[src/rtl/chr_pkg.sv]
// Shared types and codes for the command history ring.
`default_nettype none
package chr_pkg;

	localparam logic [1:0] KIND_PUSH = 2'd0;
	localparam logic [1:0] KIND_NEXT = 2'd1;
	localparam logic [1:0] KIND_PREV = 2'd2;

	typedef enum logic [1:0] {
		OP_CHAR,
		OP_END,
		OP_NEXT,
		OP_PREV
	} op_t;

	typedef struct packed {
		op_t        op;
		logic [7:0] ch;
	} cmd_t;

	typedef struct packed {
		logic valid;
		cmd_t cmd;
	} cmd_chan_t;

endpackage
`default_nettype wire

[src/rtl/chr_ram.sv]
// Generic single-write, single-read RAM with registered read data.
`default_nettype none
module chr_ram #(
	parameter int WIDTH = 8,
	parameter int DEPTH = 256
) (
	input  wire                     clk,
	input  wire                     wr_en,
	input  wire [$clog2(DEPTH)-1:0] wr_addr,
	input  wire [WIDTH-1:0]         wr_data,
	input  wire [$clog2(DEPTH)-1:0] rd_addr,
	output logic [WIDTH-1:0]        rd_data
);

	logic [WIDTH-1:0] mem_q [DEPTH];

	always_ff @(posedge clk) begin
		if (wr_en) begin
			mem_q[wr_addr] <= wr_data;
		end
		rd_data <= mem_q[rd_addr];
	end

endmodule
`default_nettype wire

[src/rtl/chr_front.sv]
// Front end: accepts input items, classifies them and queues commands.
`default_nettype none
module chr_front (
	input  wire                 clk,
	input  wire                 arst_n,
	input  wire                 in_valid,
	output logic                in_stall,
	input  wire  [1:0]          kind,
	input  wire  [7:0]          char_in,
	output chr_pkg::cmd_chan_t  deq,
	input  wire                 deq_take
);

	chr_pkg::cmd_t q_q [2];
	logic          wr_ptr_q;
	logic          rd_ptr_q;
	logic [1:0]    cnt_q;
	chr_pkg::cmd_t cls;
	logic          known;
	logic          push;
	logic          pop;

	always_comb begin
		cls.ch = char_in;
		cls.op = chr_pkg::OP_CHAR;
		known  = 1'b1;
		case (kind)
			chr_pkg::KIND_PUSH: begin
				cls.op = (char_in == 8'd0) ? chr_pkg::OP_END : chr_pkg::OP_CHAR;
			end
			chr_pkg::KIND_NEXT: cls.op = chr_pkg::OP_NEXT;
			chr_pkg::KIND_PREV: cls.op = chr_pkg::OP_PREV;
			default:            known = 1'b0;
		endcase
	end

	assign in_stall  = (cnt_q == 2'd2);
	assign push      = in_valid && !in_stall && known;
	assign deq.valid = (cnt_q != 2'd0);
	assign deq.cmd   = q_q[rd_ptr_q];
	assign pop       = deq.valid && deq_take;

	always_ff @(posedge clk or negedge arst_n) begin
		if (!arst_n) begin
			wr_ptr_q <= 1'b0;
			rd_ptr_q <= 1'b0;
			cnt_q    <= 2'd0;
		end else begin
			if (push) begin
				wr_ptr_q <= !wr_ptr_q;
			end
			if (pop) begin
				rd_ptr_q <= !rd_ptr_q;
			end
			cnt_q <= cnt_q + {1'b0, push} - {1'b0, pop};
		end
	end

	always_ff @(posedge clk) begin
		if (push) begin
			q_q[wr_ptr_q] <= cls;
		end
	end

endmodule
`default_nettype wire

[src/rtl/chr_back.sv]
// Back end: staging line, duplicate check, ring store and entry streaming.
`default_nettype none
module chr_back #(
	parameter int HISTORY_DEPTH = 8,
	parameter int LINE_CHARS    = 32
) (
	input  wire                 clk,
	input  wire                 arst_n,
	input  wire chr_pkg::cmd_chan_t deq,
	output logic                deq_take,
	output logic                out_valid,
	input  wire                 out_stall,
	output logic [7:0]          char_out,
	output logic                last,
	output logic                list_empty,
	output logic                stored
);

	localparam int SW   = (HISTORY_DEPTH > 1) ? $clog2(HISTORY_DEPTH) : 1;
	localparam int CW   = $clog2(LINE_CHARS);
	localparam int CNTW = $clog2(HISTORY_DEPTH + 1);
	localparam int AW   = SW + CW;

	typedef enum logic [2:0] {
		S_IDLE,
		S_CFILL,
		S_CMP,
		S_CPFILL,
		S_COPY,
		S_SFILL,
		S_SOUT,
		S_RESP
	} state_t;

	state_t          state_q;
	logic [CW-1:0]   idx_q;
	logic [CW-1:0]   len_q;
	logic [SW-1:0]   newest_q;
	logic [SW-1:0]   view_q;
	logic [SW-1:0]   slot_q;
	logic [CNTW-1:0] count_q;
	logic            match_q;
	logic            res_empty_q;
	logic            res_stored_q;
	logic            out_valid_q;
	logic [7:0]      char_q;
	logic            last_q;
	logic            empty_q;
	logic            stored_q;

	logic [CW-1:0]   idx_inc;
	logic [CW-1:0]   rd_idx;
	logic            idx_adv;
	logic            out_free;
	logic            out_load;
	logic            s_end;
	logic            mism;
	logic [SW-1:0]   newest_next;
	logic [SW-1:0]   view_next;
	logic [SW-1:0]   prev_slot;
	logic [CNTW-1:0] cnt_m1;
	logic [SW-1:0]   ent_slot;
	logic            ent_wr_en;
	logic [7:0]      ent_wr_data;
	logic [7:0]      ent_rd;
	logic            stg_wr_en;
	logic [7:0]      stg_rd;

	assign out_free    = !out_valid_q || !out_stall;
	assign out_load    = out_free && (state_q == S_SOUT || state_q == S_RESP);
	assign idx_inc     = idx_q + CW'(1);
	assign s_end       = (ent_rd == 8'd0) || (idx_q == CW'(LINE_CHARS - 1));
	assign mism        = (idx_q == len_q) ? (ent_rd != 8'd0) : (ent_rd != stg_rd);
	assign newest_next = (newest_q == SW'(HISTORY_DEPTH - 1)) ? '0 : newest_q + SW'(1);
	assign cnt_m1      = count_q - CNTW'(1);
	assign view_next   = (CNTW'(view_q) + CNTW'(1) >= count_q) ? '0 : view_q + SW'(1);
	assign prev_slot   = (CNTW'(view_q) >= count_q) ? cnt_m1[SW-1:0] : view_q;
	assign deq_take    = (state_q == S_IDLE);

	always_comb begin
		case (state_q)
			S_CMP, S_COPY: idx_adv = (idx_q != len_q);
			S_SOUT:        idx_adv = out_free && !s_end;
			default:       idx_adv = 1'b0;
		endcase
	end

	assign rd_idx      = idx_adv ? idx_inc : idx_q;
	assign ent_slot    = (state_q == S_CFILL || state_q == S_CMP) ? newest_q : slot_q;
	assign ent_wr_en   = (state_q == S_COPY);
	assign ent_wr_data = (idx_q == len_q) ? 8'd0 : stg_rd;
	assign stg_wr_en   = (state_q == S_IDLE) && deq.valid && (deq.cmd.op == chr_pkg::OP_CHAR)
		&& (len_q < CW'(LINE_CHARS - 1));

	chr_ram #(
		.WIDTH(8),
		.DEPTH(1 << AW)
	) u_entry_ram (
		.clk    (clk),
		.wr_en  (ent_wr_en),
		.wr_addr({slot_q, idx_q}),
		.wr_data(ent_wr_data),
		.rd_addr({ent_slot, rd_idx}),
		.rd_data(ent_rd)
	);

	chr_ram #(
		.WIDTH(8),
		.DEPTH(LINE_CHARS)
	) u_staging_ram (
		.clk    (clk),
		.wr_en  (stg_wr_en),
		.wr_addr(len_q),
		.wr_data(deq.cmd.ch),
		.rd_addr(rd_idx),
		.rd_data(stg_rd)
	);

	always_ff @(posedge clk or negedge arst_n) begin
		if (!arst_n) begin
			state_q      <= S_IDLE;
			idx_q        <= '0;
			len_q        <= '0;
			newest_q     <= SW'(HISTORY_DEPTH - 1);
			view_q       <= '0;
			slot_q       <= '0;
			count_q      <= '0;
			match_q      <= 1'b0;
			res_empty_q  <= 1'b0;
			res_stored_q <= 1'b0;
			out_valid_q  <= 1'b0;
			char_q       <= 8'd0;
			last_q       <= 1'b0;
			empty_q      <= 1'b0;
			stored_q     <= 1'b0;
		end else begin
			if (out_load) begin
				out_valid_q <= 1'b1;
			end else if (!out_stall) begin
				out_valid_q <= 1'b0;
			end
			case (state_q)
				S_IDLE: begin
					if (deq.valid) begin
						idx_q        <= '0;
						match_q      <= 1'b1;
						res_empty_q  <= 1'b0;
						res_stored_q <= 1'b0;
						case (deq.cmd.op)
							chr_pkg::OP_CHAR: begin
								if (stg_wr_en) begin
									len_q <= len_q + CW'(1);
								end
							end
							chr_pkg::OP_END: begin
								if (count_q == '0) begin
									slot_q  <= newest_next;
									state_q <= S_CPFILL;
								end else begin
									state_q <= S_CFILL;
								end
							end
							chr_pkg::OP_NEXT: begin
								if (count_q == '0) begin
									res_empty_q <= 1'b1;
									state_q     <= S_RESP;
								end else begin
									view_q  <= view_next;
									slot_q  <= view_next;
									state_q <= S_SFILL;
								end
							end
							default: begin
								if (count_q == '0) begin
									res_empty_q <= 1'b1;
									state_q     <= S_RESP;
								end else begin
									slot_q  <= prev_slot;
									view_q  <= (prev_slot == '0) ? cnt_m1[SW-1:0]
										: prev_slot - SW'(1);
									state_q <= S_SFILL;
								end
							end
						endcase
					end
				end
				S_CFILL: state_q <= S_CMP;
				S_CMP: begin
					if (idx_q == len_q) begin
						idx_q <= '0;
						if (match_q && !mism) begin
							view_q  <= newest_q;
							len_q   <= '0;
							state_q <= S_RESP;
						end else begin
							slot_q  <= newest_next;
							state_q <= S_CPFILL;
						end
					end else begin
						match_q <= match_q && !mism;
						idx_q   <= idx_inc;
					end
				end
				S_CPFILL: state_q <= S_COPY;
				S_COPY: begin
					if (idx_q == len_q) begin
						newest_q     <= slot_q;
						view_q       <= slot_q;
						len_q        <= '0;
						res_stored_q <= 1'b1;
						if (count_q != CNTW'(HISTORY_DEPTH)) begin
							count_q <= count_q + CNTW'(1);
						end
						state_q <= S_RESP;
					end else begin
						idx_q <= idx_inc;
					end
				end
				S_SFILL: state_q <= S_SOUT;
				S_SOUT: begin
					if (out_free) begin
						char_q      <= s_end ? 8'd0 : ent_rd;
						last_q      <= s_end;
						empty_q     <= 1'b0;
						stored_q    <= 1'b0;
						if (s_end) begin
							state_q <= S_IDLE;
						end else begin
							idx_q <= idx_inc;
						end
					end
				end
				S_RESP: begin
					if (out_free) begin
						char_q      <= 8'd0;
						last_q      <= 1'b1;
						empty_q     <= res_empty_q;
						stored_q    <= res_stored_q;
						state_q     <= S_IDLE;
					end
				end
				default: state_q <= S_IDLE;
			endcase
		end
	end

	assign out_valid  = out_valid_q;
	assign char_out   = char_q;
	assign last       = last_q;
	assign list_empty = empty_q;
	assign stored     = stored_q;

endmodule
`default_nettype wire

[src/rtl/command_history_ring.sv]
// Command history ring: top level joining the command front end and the executing back end.
// Push character: written to staging RAM from idle. Push end: compare walk against the
// newest entry, then copy if stored; a duplicate has no copy, an empty store no compare.
// Next/prev: after S_SFILL, one character per cycle from the entry RAM unless out_stall.
// A two-entry command queue lets input items be taken while the back end is streaming.
// Reset clears control state at once; entry and staging RAMs are not cleared.
`default_nettype none
module command_history_ring #(
	parameter int HISTORY_DEPTH = 8,
	parameter int LINE_CHARS    = 32
) (
	input  wire        clk,
	input  wire        arst_n,
	input  wire        in_valid,
	output logic       in_stall,
	input  wire  [1:0] kind,
	input  wire  [7:0] char_in,
	output logic       out_valid,
	input  wire        out_stall,
	output logic [7:0] char_out,
	output logic       last,
	output logic       list_empty,
	output logic       stored
);

	chr_pkg::cmd_chan_t deq;
	logic               deq_take;

	chr_front u_front (
		.clk     (clk),
		.arst_n  (arst_n),
		.in_valid(in_valid),
		.in_stall(in_stall),
		.kind    (kind),
		.char_in (char_in),
		.deq     (deq),
		.deq_take(deq_take)
	);

	chr_back #(
		.HISTORY_DEPTH(HISTORY_DEPTH),
		.LINE_CHARS   (LINE_CHARS)
	) u_back (
		.clk       (clk),
		.arst_n    (arst_n),
		.deq       (deq),
		.deq_take  (deq_take),
		.out_valid (out_valid),
		.out_stall (out_stall),
		.char_out  (char_out),
		.last      (last),
		.list_empty(list_empty),
		.stored    (stored)
	);

endmodule
`default_nettype wire

[config.mk]
export PLATFORM = sky130hd
export DESIGN_NAME = command_history_ring
export DESIGN_NICKNAME = d
export VERILOG_FILES = /design/src/rtl/chr_pkg.sv /design/src/rtl/chr_ram.sv /design/src/rtl/chr_front.sv /design/src/rtl/chr_back.sv /design/src/rtl/command_history_ring.sv
export SDC_FILE = /design/constraint.sdc
export NUM_CORES = 2
export LEC_CHECK = 0
export BUFFER_PORTS_ARGS = -buffer_cell sky130_fd_sc_hd__buf_2
export CAP_MARGIN = 10
export CORE_MARGIN = 3
export CORE_UTILIZATION = 50
export DETAILED_ROUTE_END_ITERATION = 12
export PLACE_DENSITY = 0.67
export SLEW_MARGIN = 20
export SYNTH_ARGS = -nofsm -noshare
export SYNTH_HDL_FRONTEND = slang
export SYNTH_HIERARCHICAL = 1
export SYNTH_SLANG_ARGS = --single-unit
[constraint.sdc]
create_clock -name clk -period 9.7 [get_ports clk]
set_input_delay 1.455 -clock clk [delete_from_list [all_inputs] [get_ports clk]]
set_output_delay 1.455 -clock clk [all_outputs]
set_load 0.01 [all_outputs]
== Word level (Yosys, flattened, before mapping) ==
Memories as Yosys holds them, arrays and structs flattened. A register that Yosys moved wholly into a read port is not among the register bits.
Index checks and enable logic that the tools add are counted.
Word-level totals
  memories: 3
  bits in writable memories: 2324
  output and inout bits: 13
  register bits: 45
  word-level logic and storage cells: 198
Operators by class
  $lt $le $gt $ge: 3
  mux-type cells: 79
  equal/unequal tests: 38
  reduce and logical (&&, ||, !) cells: 47
  $add $sub $neg: 10
Memories
  u_back.u_entry_ram.mem_q: words 256, width 8, read ports 1, clocked after memory_dff 1, wr ports 1, RTL line chr_ram.sv:15  | logic [WIDTH-1:0] mem_q [DEPTH];
  u_back.u_staging_ram.mem_q: words 32, width 8, read ports 1, clocked after memory_dff 1, wr ports 1, RTL line chr_ram.sv:15
  u_front.q_q: words 2, width 10, read ports 1, clocked after memory_dff 0, wr ports 1, RTL line chr_front.sv:14  | chr_pkg::cmd_t q_q [2];
Operator list (number)
  2-to-1 mux 3 bit: 23
  2-to-1 mux 5 bit: 12
  2-to-1 mux 8 bit: 4
  case mux 3 bit (8 select lines): 1
  2-to-1 mux 1 bit: 22
  AND reduction 7 bit: 3
  case mux 5 bit (4 select lines): 1
  inequality test 2 bit, second input constant: 9
  case mux 3 bit (2 select lines): 3
  case mux 3 bit (3 select lines): 2
  zero test 8 bit: 2
  inequality test 2 x 1 -> 1 bit, second input constant: 8
  case mux 8 bit (2 select lines): 1
  equality test 3 bit, second input constant: 5
  case mux 5 bit (3 select lines): 1
  case mux 1 bit (2 select lines): 6
  AND reduction 3 bit: 4
  adder 5 x 1 -> 5 bit, second input constant: 2
  logical AND 1 bit: 8
  inequality test 8 bit: 1
  AND reduction 8 bit: 1
  nonzero test 2 bit: 4
  nonzero test 8 bit: 1
  zero test 1 bit: 7
  31 further kinds: 46

== Depth between registers and ports, before layout ==
  word-level depth: 8
  mapped depth: 19
  depth with buffers taken out: 14

== By module ==
Netlist, hierarchy kept.
By module, submodules not included
  chr_ram (u_back.u_entry_ram): cells each 3733, instances 1, area each 79556.3 µm², seq. area each 61659.1 µm²
  chr_ram (u_back.u_staging_ram): cells each 417, instances 1, area each 10053.4 µm², seq. area each 7847.5 µm²
  chr_back: cells each 322, instances 1, area each 2909.0 µm², seq. area each 1029.7 µm²
  chr_front: cells each 58, instances 1, area each 1006.0 µm², seq. area each 700.7 µm²

== Worst setup path before layout ==
Ideal clock, no wire load.
  path kind: flip-flop to flip-flop
  start: reg u_back.len_q[4]
  end: mem u_back.u_entry_ram.mem_q[0][0], data pin
  clock period less this slack: 5127 ps
  setup slack: 4573 ps
  cell stages (with the launch flop): 5
  arrival: 4257 ps
  library setup time: 870 ps
  buffers on the path: 0
  cells stage by stage: dfrtp_1 xor2_1 nor3_2 nand2_1 and2_1
Between the ends
  word-level cells in the longest chain between the ends: 2
Ends and longest elaborated chain
  from (decl): RTL line chr_back.sv:37  | logic [CW-1:0] len_q;
  from (signal assigned): RTL line chr_back.sv:152  | len_q <= len_q + CW'(1);
  equality test 5 bit: RTL line chr_back.sv:91  | assign ent_wr_data = (idx_q == len_q) ? 8'd0 : stg_rd;
  2-to-1 mux 8 bit: RTL line chr_back.sv:91
  named net u_back.ent_wr_data[0]: RTL line chr_back.sv:64  | logic [7:0] ent_wr_data;
  to (decl): RTL line chr_ram.sv:15
The timed path passes the listed nets, and every way through them passes these cells.

== Worst setup path after layout ==
  start: reg u_back.idx_q[0]
  end: reg u_back.u_entry_ram.rd_data[5] (read register of u_back.u_entry_ram.mem_q)
Between the ends
  word-level cells in the longest chain between the ends: 6
  elaborated cells between the ends (all ways): 8
Ends and longest elaborated chain
  from (decl): RTL line chr_back.sv:36  | logic [CW-1:0] idx_q;
  from (signal assigned): RTL line chr_back.sv:201  | idx_q <= idx_inc;
  from (signal assigned): RTL line chr_back.sv:216  | idx_q <= idx_inc;
  from (signal assigned): RTL line chr_back.sv:229  | idx_q <= idx_inc;
  equality test 5 bit: RTL line chr_back.sv:72  | assign s_end = (ent_rd == 8'd0) || (idx_q == CW'(LINE_CHARS - 1));
  logical OR 1 bit: RTL line chr_back.sv:72
  zero test 1 bit: RTL line chr_back.sv:83  | S_SOUT: idx_adv = out_free && !s_end;
  logical AND 1 bit: RTL line chr_back.sv:83
  case mux 1 bit (2 select lines): RTL line chr_back.sv:81  | case (state_q)
  2-to-1 mux 5 bit (*): RTL line chr_back.sv:88  | assign rd_idx = idx_adv ? idx_inc : idx_q;
  named net u_back.rd_idx[0]: RTL line chr_back.sv:52  | logic [CW-1:0] rd_idx;
  to (decl): RTL line chr_ram.sv:12  | output logic [WIDTH-1:0] rd_data
Mark *: on every way through the listed nets, which the timed path passes. The rest lies on a longest branch.
A chain may end at the register's enable or synchronous reset.

==> flow_metrics.tcl <==
set metrics [dict create \
    layout_common_cells "edfxtp_1 (2,324), mux4_2 (534), nor2_1 (334)" \
    drtAntennaViolNets 0 \
    initial_core_util_pct 50.4 \
    drv_cap 0 \
    rsz0062_at_grt "false" \
    worstSkewPairLatency_ns 0.88 \
    finalCriticalPeriod_ns 6.65 \
    fillers 13700 \
    synth_cell_types 84 \
    cts-buffers-inserted 227 \
    crit_end "u_back/u_entry_ram/rd_data[5]$_DFF_P_" \
    post_cts_resized 0 \
    cts_tree "yes" \
    cp_max_fo 103 \
    netlist_instances 4530 \
    drive_above_1_share_pct 22.4 \
    power_mw 40.7 \
    hpwl_um 138000 \
    relSlewSlack_pct 20.5 \
    setup_tns_ns 0 \
    arrival_ns 7.33 \
    cts.clk_slew.worst_paths_ns 0.06 \
    critPathMaxStageDelay_ns 0.92 \
    seq_area_frac_synth_pct 76.2 \
    num_rows 158 \
    clock_path_buffers 3 \
    setup_viol 0 \
    cts_root_buf "clkbuf_16" \
    postCtsSetupBuffers 0 \
    synth-compound-area-share_pct 3.51 \
    die_h_um 438 \
    wl_per_cell_um 30.8 \
    ys_async_sr_fraction_pct 1.89 \
    skew_ns 0.0444 \
    slowest_stage "nor4_1" \
    antenna_found_initial 2 \
    grt_max_degree 193 \
    postSynthNetCount 4567 \
    grt_util_all_layers_pct 23.5 \
    path_class "reg -> reg" \
    ioPinCount 27 \
    ys_seq_elements 2385 \
    gp_congestion 0.901 \
    wirelength_um 224000 \
    grt_pass1_vias 45900 \
    power_density_mw_per_mm2 394 \
    ys_warn_count 6 \
    period_share_pct 68.6 \
    io_buffers 26 \
    synth_top_flop_cell "edfxtp_1" \
    die_x_um 438 \
    clkSinkCount 2385 \
    synth_enable_flop_cells 2324 \
    end_kind "flip-flop" \
    mostFrequentLayoutCell "edfxtp_1" \
    crit_chain "ha_1 -> and3_2 -> ha_1 -> a21oi_1 -> nor3b_1 -> nor2_1 -> xnor2_2 -> buf_4 -> buf_12 -> mux4_2 -> a22oi_1 -> a31oi_1 -> nor4_1 -> nor4_1" \
    grt_pass1_wl_um 328000 \
    syn_area_mm2 0.0935 \
    p_leak_nw 32.1 \
    drc 0 \
    worstHoldPathType "reg -> reg" \
    fin_cells 7286 \
    regToRegSetupSlack_ns 3.05 \
    cts_max_level 4 \
    nets 4648 \
    ir_drop_uv 629 \
    fmax_mhz 150 \
    hold_buffers 0 \
    vias 46400 \
    startpoint "u_back/idx_q[0]$_DFFE_PN0P_" \
    first_pass_iters 6 \
    syn_to_final_growth_pct 10.6 \
    synthSimpleGateAreaFrac_pct 3.14 \
    r2r_start "u_back/idx_q[0]$_DFFE_PN0P_" \
    die-area_mm2 0.192 \
    first_iter_violations 5955 \
    grt_overflow 0 \
    drt-vias-per-instance 6.37 \
    r2r_end "u_back/u_entry_ram/rd_data[5]$_DFF_P_" \
    synthAdderAreaFrac_pct 0.308 \
    worstPathRequired_ns 10.38 \
    coreArea_mm2 0.186 \
    finalHoldViolations 0 \
    drv_slew 0 \
    reg2reg_depth 14 \
    synth.mux.area_fraction_pct 14.8 \
    synth_xor_area_share_pct 0.261 \
    synth_top_family_by_area "multiplexers" \
    placed_cells 6861 \
    outcome "completed" \
    startpoint_type "flip-flop" \
    worst_pin_slew_ns 1.19 \
    avgSynthCellArea_um2 20.6 \
]
[kinds of logic after synthesis]
kind of cell	count (synthesis)
compound gates	466
flops	2385
buf+inv	291
fa+ha+maj	23
mux	706
xor+xnor	27
simple gates	632
[worst min path at each step]
stage / endpoint / slack (ns) / cells past startpoint / from
6_report: u_back/res_empty_q$_DFFE_PN0P_ / 0.48 / 2 / u_back/res_empty_q$_DFFE_PN0P_
2_1_floorplan: u_back/res_empty_q$_DFFE_PN0P_ / 0.45 / 2 / u_back/res_empty_q$_DFFE_PN0P_
5_1_grt: u_front/cnt_q[1]$_DFF_PN0_ / 0.52 / 1 / u_front/cnt_q[1]$_DFF_PN0_
4_1_cts: u_back/res_empty_q$_DFFE_PN0P_ / 0.49 / 2 / u_back/res_empty_q$_DFFE_PN0P_
3_5_place_dp: u_back/res_empty_q$_DFFE_PN0P_ / 0.47 / 2 / u_back/res_empty_q$_DFFE_PN0P_
3_3_place_gp: u_back/res_empty_q$_DFFE_PN0P_ / 0.47 / 2 / u_back/res_empty_q$_DFFE_PN0P_
[per-layer routing]
metal	track usage (%)	vias to the layer above	wire length (um)	share of wire (%)
li1	-	19000	-	-
met1	33.5	24800	89300	40
met2	36.3	2213	107000	48
met3	4.96	383	20100	9.0
met4	8.14	4	8150	3.6
met5	0.176	-	59	0.026
[sequential cells by signal, indices dropped and copies added, names as in the netlist, 2 cells and up]
signal / flops
u_back/slot_q: 3
u_back/u_staging_ram/mem_q: 256
u_back/u_entry_ram/mem_q: 2048
u_back/state_q: 3
u_back/view_q: 3
u_front/cnt_q: 2
u_back/u_entry_ram/rd_data: 8
u_back/idx_q: 5
u_back/newest_q: 3
u_back/u_staging_ram/rd_data: 8
u_front/q_q: 20
u_back/count_q: 4
u_back/len_q: 5
u_back/char_out: 8
[worst max-delay path, delay by kind of cell, from the launching register on]
| kind | cells | cell delay [ns] |
|---|---|---|
| xor+xnor | 1 | 0.64 |
| flops | 1 | 0.69 |
| simple gates | 5 | 2.09 |
| fa+ha+maj | 2 | 0.62 |
| compound gates | 3 | 0.76 |
| mux | 1 | 0.60 |
| buf+inv | 2 | 0.91 |
[stage by stage]
step | hold slack (ns) | setup WS (ns) | utilization, % | instance area (um2)
after floorplan | 0.450 | 4.57 | - | 93500
after global placement | 0.469 | 2.25 | 51.8 | 96100
after detailed placement | 0.473 | 2.64 | 51.8 | 96200
after CTS | 0.488 | 3.04 | 55.7 | 103000
after global routing | 0.519 | 2.71 | 55.7 | 103000
final | 0.481 | 3.05 | 55.7 | 103000
[Yosys cell counts (all sizes together) (8+ instances only)]
library cell  count  area [um2]
nand3            46         230
o22a              8        70.1
nor2            338        1270
mux4            536       12100
and2             18         114
mux2i           139        1390
nor2b            34         220
nand3b            8        60.1
inv              24        90.1
xor2             18         158
dfxtp            16         320
nand2b           12        75.1
xnor2             9        86.3
a22oi           138        1040
a21oi           107         539
a221oi           15         138
dfrtp            42        1050
o221ai           47         418
a211oi           20         150
nand2            70         263
o22ai            30         188
mux2             31         349
nor4             33         225
ha               23         288
clkbuf          125         469
o211ai           11        82.6
nor3             25         130
o21ai            36         180
edfxtp         2324       69800
a22o             21         186
buf             141        1160
nand4            12        75.1
[power breakdown]
part | internal (mW) | total [mW] | leakage [nW] | switching, mW
clock network | 4.81 | 8.57 | 3.54 | 3.76
logic | 7.04 | 17.7 | 6.73 | 10.7
registers | 14.1 | 14.4 | 21.9 | 0.288
total | 26.0 | 40.7 | 32.1 | 14.8
[area by class of cell]
cell class              instances  area [um2]  area share [%]
flip-flops and latches       2385       71200            68.9
multi-input cells            1854       20700            20.0
clock buffers                 278        5980            5.78
well taps                    2480        3100            3.00
clock inverters               142        1250            1.21
repair buffers                118        1040            1.00
inverters                      25        93.8          0.0907
diodes                          4        10.0         0.00968
Power figures use the tool's default switching activity.
